===== src/rtl/core/tdpt_pkg.sv =====
// ----------------------------------------------------------------------------
// tdpt_pkg
// Shared types and constants for the trial-division prime tester.
// ----------------------------------------------------------------------------
`default_nettype none

package tdpt_pkg;

  localparam int NUMBER_BITS_DEFAULT = 31;

  // controller -> datapath
  typedef struct packed {
    logic load;       // capture candidate, divisor = 3
    logic div_start;  // clear remainder, dividend into quotient register
    logic div_step;   // one restoring division step
    logic inc_d;      // next odd divisor
  } tdpt_cmd_t;

  // datapath -> controller
  typedef struct packed {
    logic n_lt2;
    logic n_even;
    logic n_is2;
    logic div_done;   // current step is the last one
    logic d_gt_q;     // divisor exceeds quotient: search is over
    logic rem_zero;
  } tdpt_status_t;

endpackage

`default_nettype wire


===== src/rtl/core/tdpt_ctrl.sv =====
// ----------------------------------------------------------------------------
// tdpt_ctrl
// Sequencer for the prime test and owner of the result register.
// ----------------------------------------------------------------------------
`default_nettype none

module tdpt_ctrl
  import tdpt_pkg::*;
(
  input  wire logic         clk,
  input  wire logic         rst,
  input  wire logic         s_tvalid,
  output logic              s_tready,
  output logic              m_tvalid,
  input  wire logic         m_tready,
  output logic              result,
  output tdpt_cmd_t         cmd,
  input  wire tdpt_status_t status
);

  typedef enum logic [4:0] {
    ST_IDLE     = 5'b00001,
    ST_CLASSIFY = 5'b00010,
    ST_DIV      = 5'b00100,
    ST_CHECK    = 5'b01000,
    ST_FINISH   = 5'b10000
  } state_t;

  state_t state, state_next;
  logic   verdict, verdict_next;
  logic   out_load;

  assign s_tready = (state == ST_IDLE);
  assign out_load = (state == ST_FINISH) && (!m_tvalid || m_tready);

  always_comb begin
    state_next    = state;
    verdict_next  = verdict;
    cmd           = '0;
    case (state)
      ST_IDLE: begin
        if (s_tvalid) begin
          cmd.load   = 1'b1;
          state_next = ST_CLASSIFY;
        end
      end
      ST_CLASSIFY: begin
        if (status.n_lt2) begin
          verdict_next = 1'b0;
          state_next   = ST_FINISH;
        end else if (status.n_even) begin
          verdict_next = status.n_is2;
          state_next   = ST_FINISH;
        end else begin
          cmd.div_start = 1'b1;
          state_next    = ST_DIV;
        end
      end
      ST_DIV: begin
        cmd.div_step = 1'b1;
        if (status.div_done) begin
          state_next = ST_CHECK;
        end
      end
      ST_CHECK: begin
        // bound test first: divisor past n / divisor means no factor left
        if (status.d_gt_q) begin
          verdict_next = 1'b1;
          state_next   = ST_FINISH;
        end else if (status.rem_zero) begin
          verdict_next = 1'b0;
          state_next   = ST_FINISH;
        end else begin
          cmd.inc_d     = 1'b1;
          cmd.div_start = 1'b1;
          state_next    = ST_DIV;
        end
      end
      ST_FINISH: begin
        if (out_load) begin
          state_next = ST_IDLE;
        end
      end
      default: begin
        state_next = ST_IDLE;
      end
    endcase
  end

  always_ff @(posedge clk) begin
    if (rst) begin
      state <= ST_IDLE;
    end else begin
      state <= state_next;
    end
  end

  always_ff @(posedge clk) begin
    verdict <= verdict_next;
  end

  always_ff @(posedge clk) begin
    if (rst) begin
      m_tvalid <= 1'b0;
    end else if (out_load) begin
      m_tvalid <= 1'b1;
    end else if (m_tready) begin
      m_tvalid <= 1'b0;
    end
  end

  always_ff @(posedge clk) begin
    if (out_load) begin
      result <= verdict;
    end
  end

  a_state_onehot: assert property (@(posedge clk) disable iff (rst)
    $onehot(state));

  a_out_hold: assert property (@(posedge clk) disable iff (rst)
    m_tvalid && !m_tready |=> m_tvalid && $stable(result));

  a_div_cmds: assert property (@(posedge clk) disable iff (rst)
    !(cmd.div_start && cmd.div_step));

endmodule

`default_nettype wire


===== config.mk =====
export PLATFORM = sky130hd
export DESIGN_NAME = tdpt_ctrl
export DESIGN_NICKNAME = d
export VERILOG_FILES = /design/src/rtl/core/tdpt_pkg.sv /design/src/rtl/core/tdpt_ctrl.sv
export SDC_FILE = /design/constraint.sdc
export NUM_CORES = 1
export LEC_CHECK = 0
export BUFFER_PORTS_ARGS = -buffer_cell sky130_fd_sc_hd__buf_2
export CAP_MARGIN = 0
export CORE_AREA = 3 3 40 42
export CTS_CLUSTER_DIAMETER = 150
export DETAILED_ROUTE_END_ITERATION = 6
export DIE_AREA = 0 0 43 45
export GPL_TIMING_DRIVEN = 0
export PLACE_DENSITY_LB_ADDON = 0.12
export SETUP_SLACK_MARGIN = 0.3
export SKIP_LAST_GASP = 1
export SLEW_MARGIN = 15
export SYNTH_ARGS = -nofsm -noshare
export SYNTH_HDL_FRONTEND = slang
export SYNTH_SLANG_ARGS = --single-unit

===== constraint.sdc =====
create_clock -name clk -period 1.9 [get_ports clk]
set_clock_uncertainty 0.15 [all_clocks]
set_input_delay 0.19 -clock clk [delete_from_list [all_inputs] [get_ports clk]]
set_output_delay 0.19 -clock clk [all_outputs]
set_load 0.1 [all_outputs]

* After elaboration in Yosys (flattened, before gate mapping) *
Index checks and enable logic that the tools add are counted.

word-level totals
  register bits = 8
  output and inout bits = 7
  logic and storage cells = 45

cells by class
  equality and inequality tests = 10
  multiplexer cells = 24
  reductions and logical operators = 7

operator list
  kind                                            count
  two-way mux 5 bit                               7
  one-hot mux 5 bit (5 select lines)              1
  two-way mux 1 bit                               14
  inequality test 2 bit (second input constant)   3
  inequality test 3 bit (second input constant)   2
  AND reduction 3 bit                             2
  == test 5 x 1 -> 1 bit (second input constant)  1
  == test 5 x 2 -> 1 bit (second input constant)  1
  == test 5 x 3 -> 1 bit (second input constant)  1
  == test 5 x 4 -> 1 bit (second input constant)  1
  == test 5 bit (second input constant)           1
  one-hot mux 1 bit (2 select lines)              2
  nonzero test 2 bit                              2
  logical AND 1 bit                               1
  zero test 1 bit                                 1
  logical OR 1 bit                                1

* Depth between registers and ports, before layout *
Gate-level depths: netlist (run 1).

  depth in word-level cells = 5
  depth in mapped cells = 5
  depth with buffers taken out = 4

* Least setup slack after synthesis (run 1) *
OpenSTA, ideal clock, no wires.

  kind = flip-flop to flip-flop
  from = register state[1]
  to = register verdict (enable)
  setup time = 281 ps
  data arrival time = 1641 ps
  path slack = -172 ps
  stages on the path, launching flop included = 6
  period minus slack after synthesis = 2072 ps
  cells stage by stage = dfxtp_1 -> buf_2 -> nor3_2 -> nand3_1 -> nand2_1 -> nor2_1

on the way
  cells in the longest elaborated chain, start to end = 3
  elaborated cells on any way between the ends = 6
  those cells by class = eq/ne (4); reduce/logical (2)

RTL lines
  item                                                                          line             RTL
  from (decl)                                                                   tdpt_ctrl.sv:29  state_t state, state_next;
  from (signal assigned)                                                        tdpt_ctrl.sv:94  state <= state_next;
  == test 5 x 2 -> 1 bit or == test 5 x 4 -> 1 bit (tied branches)              tdpt_ctrl.sv:40  case (state)
  inequality test 3 bit (no source line) or nonzero test 2 bit (tied branches)  n/a
  AND reduction 3 bit (no source line) (*)                                      n/a
  to (signal assigned)                                                          tdpt_ctrl.sv:99  verdict <= verdict_next;
  to (decl)                                                                     tdpt_ctrl.sv:30  logic verdict, verdict_next;

Every way passes the cells marked *; elsewhere a longest branch is shown, timed or not.
A chain may end at the register's enable or synchronous reset.

==> summary.txt, run 1 <==
Critical path
  – Worst Reg-to-Reg Cells: 5
  – Max Fanout on Critical Path: 4
  – CP startpoint kind: flop
  – Worst Path Arrival: 1.42 ns
  – Crit Path Class: reg -> out
  – Worst reg2reg startpoint: state[4]
  – Worst setup EP type: primary output
  – R2R setup slack: 0.35 ns
  – Worst setup path startpoint: state[1]
  – FF-to-FF End: state[4]
  – Data required, critical path: 1.56 ns

GRT
  – First-pass GRT wire length: 2.02 mm
  – Largest net degree at the start of global routing: 9
  – Antenna violations before repair: 0
  – Gr ovfl total: 0
  – Total GRT Usage: 14.2%
  – Vias in the first global route: 501

Pwr
  – Lkg Pwr: 0.355 nW
  – Pwr per Cell Area: 617 nW/um^2
  – Part of the power in the clock network: 27.5%
  – Total net switching power: 0.167 mW
  – Worst VDD drop: 0.342 mV
  – Switching share of total power: 32.4%
  – Comb pwr share: 36.1%
  – Flop pwr share: 36.5%
  – Design Power: 0.515 mW
  – Internal: 0.348 mW

Outcome
  – Run status: completed

STA
  – Post-route minimum period: 1.76 ns
  – Fmax: 568 MHz
  – Final setup vio count: 0
  – Final slew viol count: 0
  – Max-slew headroom: 66.5%
  – Fin crit share: 92.7%
  – Final Hold Vio Count: 0
  – Worst-Margin Slew: 0.498 ns
  – RSZ-0062 raised after global routing: yes
  – Worst setup margin: 0.139 ns

Clocking
  – Total CTS buffers: 3
  – Worst-skew pair later-pin latency: 0.25 ns
  – CTS sink count: 8
  – CTS Root Cell: clkbuf_4
  – CTS H-Tree Depth: 1
  – CTS tree: yes
  – Worst-path clk slew: 0.06 ns
  – Maximum clock path buffer count: 2

Placement
  – Dpl ws: -0.0361 ns
  – Cells after DPL: 86
  – Post-place instance area: 617 sq um
  – Quantity of I/O buffers inserted on ports: 16
  – DP HPWL: 831 microns
  – GPL Wtd Cong: 0.799

Final layout
  – Layout cells sized above 1: 55.8%
  – Reg area: 185 sq um
  – Synthesis-to-layout area growth: 70.2%
  – Final Cell Area: 835 sq um
  – Area taken by multi-input logic gates: 328 sq um
  – Final nets: 97
  – Antenna cell count: 0
  – Filler Cell Count: 103
  – Util after Layout: 64.9%
  – Non-Filler Instances: 101

Worst hold path
  – Hold Path Class: in -> reg
  – End of the worst hold path: state[3]
  – Hold path start: status[2]
  – Hold Path Cell Cnt: 3

Synthesis
  – Register area share after synthesis: 36.7%
  – Netlist Area Pre-Place: 490 sq um
  – Yosys warnings: 0
  – Yosys reg bits: 8
  – Synth unique cells: 27
  – Net Count, Synth: 65
  – Cells after Synth: 55
  – Synth Area per Inst: 8.92 sq um

Route
  – Routed WL: 1.28 mm
  – Initial DRC Count: 8
  – DRC: 0
  – Post-DRT Antenna Nets: 0
  – WL per Instance: 12.7 microns
  – Initial DRT Pass Iterations: 4
  – Post-DR vias/cell: 4.78
  – Vias: 483

Die
  – CORE AREA: 1280 sq um
  – Row Count: 13
  – I/O pin cnt: 17
  – Die height: 45 microns
  – Die W: 43 microns
  – Die area: 1940 sq um
  – Initial standard-cell utilization of the core: 38.2%

Job
  – Max Cap Viol: 0
cells in the final DEF, fill, tap and decap left out, types with 2 or more instances in the layout:
cell type and count:
o21ai_0 2, edfxtp_1 2, buf_6 3, buf_12 4
nor3b_1 2, nand3b_1 2, dfxtp_1 4, a21o_2 2
nor3_2 2, buf_2 11, nand3_1 2, clkbuf_4 3
buf_4 9, nand2_1 4, xor2_1 2, nor2_1 7
inv_1 2
area by class of cell:
class / count / area share (%)
inverter: 3 / 1.80
clock buffer: 4 / 3.15
buffer: 2 / 2.70
sequential: 8 / 22.2
timing repair buffer: 27 / 28.6
tap: 15 / 2.25
multi-input combinational: 42 / 39.3
cell usage after synthesis:
| library cell | instances | share of area, % |
|---|---|---|
| nor2_1 | 7 | 5.4 |
| nand4_1 | 1 | 1.3 |
| and2b_1 | 1 | 1.5 |
| and3_4 | 1 | 2.3 |
| inv_1 | 3 | 2.3 |
| nand3_1 | 3 | 3.1 |
| xor2_1 | 2 | 3.6 |
| nand3b_1 | 2 | 3.1 |
| o32ai_2 | 1 | 3.3 |
| nor3b_1 | 2 | 3.1 |
| and2_4 | 1 | 1.8 |
| a21oi_1 | 1 | 1.0 |
| nor3_1 | 1 | 1.0 |
| edfxtp_1 | 2 | 12 |
| nor2b_1 | 2 | 2.6 |
| a21o_4 | 1 | 3.1 |
| buf_2 | 2 | 2.0 |
| nand2b_1 | 1 | 1.3 |
| and3b_2 | 1 | 2.0 |
| a311oi_2 | 1 | 3.1 |
| a21o_2 | 2 | 3.6 |
| o21ai_0 | 2 | 2.0 |
| o211ai_1 | 1 | 1.5 |
| or2b_1 | 1 | 1.5 |
| nand2_1 | 5 | 3.8 |
| dfxtp_1 | 6 | 24 |
| nor3_2 | 2 | 4.1 |
worst max path at each step:
| stage | endpoint |
|---|---|
| finish | cmd[3] |
| global placement | cmd[2] |
| floorplan | state[1] |
| detailed placement | cmd[2] |
| CTS | cmd[2] |
| global route | cmd[3] |
state kept, by name, summed over array words and instances, names as in the netlist:
name	flops
state	5
m_tvalid	1
result	1
verdict	1
worst max-delay path, stage by stage (launching register included):
cell and delay, ns:
dfxtp_1 0.31, buf_6 0.12, nor3_4 0.20, and3_4 0.22
and2_4 0.16, buf_12 0.16
logic make-up (layout without fill, tap and decap cells):
kind of cell | count (synthesis) | after routing | share of synthesized area [%]
XOR/XNOR | 2 | 2 | 3.57
AND/OR/NAND/NOR | 31 | 31 | 37.8
buffers and inverters | 5 | 36 | 4.34
AO/OA/AOI/OAI | 9 | 9 | 17.6
flip-flops | 8 | 8 | 36.7
routing by layer:
metal	global-route usage, %	routed length [microns]
met1	15.8	572
met2	25.1	661
met3	2.39	33
met4	9.04	16
met5	0	0
metrics by stage:
step / TNS (ns) / hold WS (ns)
floorplan: 0 / 0.0994
global placement: 0 / 0.255
detailed placement: -0.0541 / 0.261
CTS: 0 / 0.0334
global route: 0 / 0.0400
finish: 0 / 0.0331
what timing repair did:
item,4_1_cts,5_1_grt
buffers inserted,6,4
setup endpoints to repair,6,6
gates resized for setup,25,3
hold buffers,1,0
hold endpoints to repair,1,0
pin swaps,3,5
power by group through the flow:
stage | Clock (mW) | Sequential (mW) | Combinational [mW]
3_3_place_gp | 0 | 0.188 | 0.125
2_1_floorplan | 0 | 0.188 | 0.102
5_1_grt | 0.150 | 0.189 | 0.195
4_1_cts | 0.146 | 0.187 | 0.175
3_5_place_dp | 0 | 0.188 | 0.126
6_report | 0.142 | 0.188 | 0.186
Power figures use the tool's default switching activity.
==> inputs of run 2 (changes only) <==
Settings changed: PLACE_DENSITY_LB_ADDON 0.12 to 0.3.
==> summary.txt, run 2 (synthesis gave the netlist of run 1 again) <==
STA
  – RSZ-0062 raised after global routing: yes
  – Worst setup margin: 0.124 ns (-0.0152 ns)
  – Max-slew headroom: 64.5% (-1.9 points)
  – Fin crit share: 93.5% (+0.80 points)
  – Post-route minimum period: 1.78 ns (+0.0152 ns)
  – Final slew viol count: 0 (unchanged)
  – Final Hold Vio Count: 0 (unchanged)
  – Fmax: 563 MHz (-0.86%)
  – Final setup vio count: 0 (unchanged)
  – TNS Setup: 0 ns (unchanged)
  – Worst-Margin Slew: 0.526 ns (+0.0287 ns)

GRT
  – Largest net degree at the start of global routing: 9 (unchanged)
  – Antenna violations before repair: 0 (unchanged)
  – First-pass GRT wire length: 2.33 mm (+15%)
  – Gr ovfl total: 0 (unchanged)
  – GR Util met1: 17.2% (+1.4 points)
  – M3 GR Usage: 7.97% (+5.6 points)
  – Global routing usage on met2: 29.6% (+4.5 points)
  – Total GRT Usage: 17.3% (+3.1 points)
  – GRT busiest layer: met2
  – Vias in the first global route: 491 (-2.0%)

Critical path
  – CP startpoint kind: flop
  – Worst Path Arrival: 1.44 ns (+0.02 ns)
  – Crit path max-delay cell type: dfxtp_2
  – Max incr delay on CP: 0.32 ns (about the same)
  – Critical path, cell by cell: buf_6 -> nor3_4 -> and3_4 -> and2_4 -> buf_12
  – Crit Path Class: reg -> out
  – Worst setup EP type: primary output
  – Max Fanout on Critical Path: 3 (-1)
  – Data required, critical path: 1.56 ns (about the same)

Final layout
  – Util after Layout: 64.8% (-0.19 points)
  – Antenna cell count: 0 (unchanged)
  – Max reg flops: 5 (unchanged)
  – Biggest register: state
  – Final nets: 97 (unchanged)
  – Layout cells sized above 1: 57.0% (+1.2 points)
  – Most common cell after layout, fill and taps aside: buf_2
  – Most frequent cells in the layout: buf_2 (11), buf_4 (9), nor2_1 (7), nand2_1 (4), buf_12 (4)
  – Non-Filler Instances: 101 (unchanged)
  – Synthesis-to-layout area growth: 69.6%

Route
  – DRC: 0 (unchanged)
  – Routed WL: 1.45 mm (+13%)
  – WL per Instance: 14.3 microns (+13%)
  – Initial DRC Count: 8 (unchanged)
  – Post-DRT Antenna Nets: 0 (unchanged)
  – Post-DR vias/cell: 5.15 (+7.7%)
  – Vias: 520 (+7.7%)
  – Initial DRT Pass Iterations: 4 (unchanged)

Placement
  – Cells after DPL: 86 (unchanged)
  – DP HPWL: 803 microns (-3.3%)
  – Quantity of I/O buffers inserted on ports: 16 (unchanged)
  – Dpl ws: 0.0553 ns (+0.0915 ns)
  – GPL Wtd Cong: 0.844 (+5.7%)

Pwr
  – Worst VDD drop: 0.376 mV (+9.7%)
  – Design Power: 0.528 mW (+2.5%)
  – Lkg Pwr: 0.352 nW (-0.67%)
  – Pwr per Cell Area: 634 nW/um^2 (+2.8%)

Die
  – Die height: 45 microns (unchanged)
  – Die W: 43 microns (unchanged)
  – CORE AREA: 1280 sq um (unchanged)
  – Row Count: 13 (unchanged)
  – I/O pin cnt: 17 (unchanged)
  – Initial standard-cell utilization of the core: 38.2% (unchanged)
  – Die area: 1940 sq um (unchanged)

Clocking
  – CTS H-Tree Depth: 1 (unchanged)
  – CTS Root Cell: clkbuf_4
  – CTS tree: yes
  – CTS sink count: 8 (unchanged)
  – Worst-skew pair later-pin latency: 0.27 ns (+0.02 ns)
  – Total CTS buffers: 3 (unchanged)
  – Worst-path clk slew: 0.06 ns (about the same)
  – Maximum clock path buffer count: 2 (unchanged)

Worst hold path
  – Hold Path Class: in -> reg

Outcome
  – Run status: completed

Job
  – Max Cap Viol: 0 (unchanged)
run 2: cell counts in the layout (fill, tap and decap cells not counted):
Identical to the previous run, type by type.
run 2: area by class of cell:
class	count	area, sq um
well taps	15	18.8
flip-flops and latches	8	188
multi-input cells	42	323
clock buffers	4	26.3
fillers	107	453
repair buffers	27	239
plain buffers	2	22.5
inverters	3	15.0
run 2: per-stage QoR:
stage / cell area (sq um) / hold slack, ns
floorplan: 518 / 0.0994
CTS: 803 / 0.00714
finish: 832 / 0.000306
global placement: 617 / 0.247
detailed placement: 617 / 0.256
global route: 832 / 0.0313
run 2: timing repair:
action,CTS,global route
endpoints found under the hold margin,1,0
pin swaps,3,2
endpoints found under the setup margin,5,6
buffers inserted,7,3
resized for setup,26,3
gates cloned,0,0
hold buffers,1,0
run 2: final timing paths:
kind	from	end	slack [ns]	depth (start not counted)
hold / removal	status[2]	state[3]	0.0003	3
setup reg to reg	state[1]	verdict	0.33	9
setup / recovery	state[1]	cmd[3]	0.12	5
hold reg to reg	verdict	result	0.28	0
run 2: worst max-delay path, delay by kind of cell (launching register included):
kind | cells | cell delay (ns)
buf+inv | 2 | 0.29
flops | 1 | 0.32
simple gates | 3 | 0.56
run 2: routing by layer:
metal	vias up	share of wire, %
li1	258	-
met1	242	40
met2	14	51
met3	6	6.7
met4	0	2.1
met5	-	0
run 2: power by group:
part | leakage [nW] | internal (mW) | switching (mW) | total [mW]
registers | 0.0692 | 0.179 | 0.00791 | 0.187
clock network | 0.0150 | 0.0812 | 0.0715 | 0.153
logic | 0.268 | 0.0907 | 0.0976 | 0.188
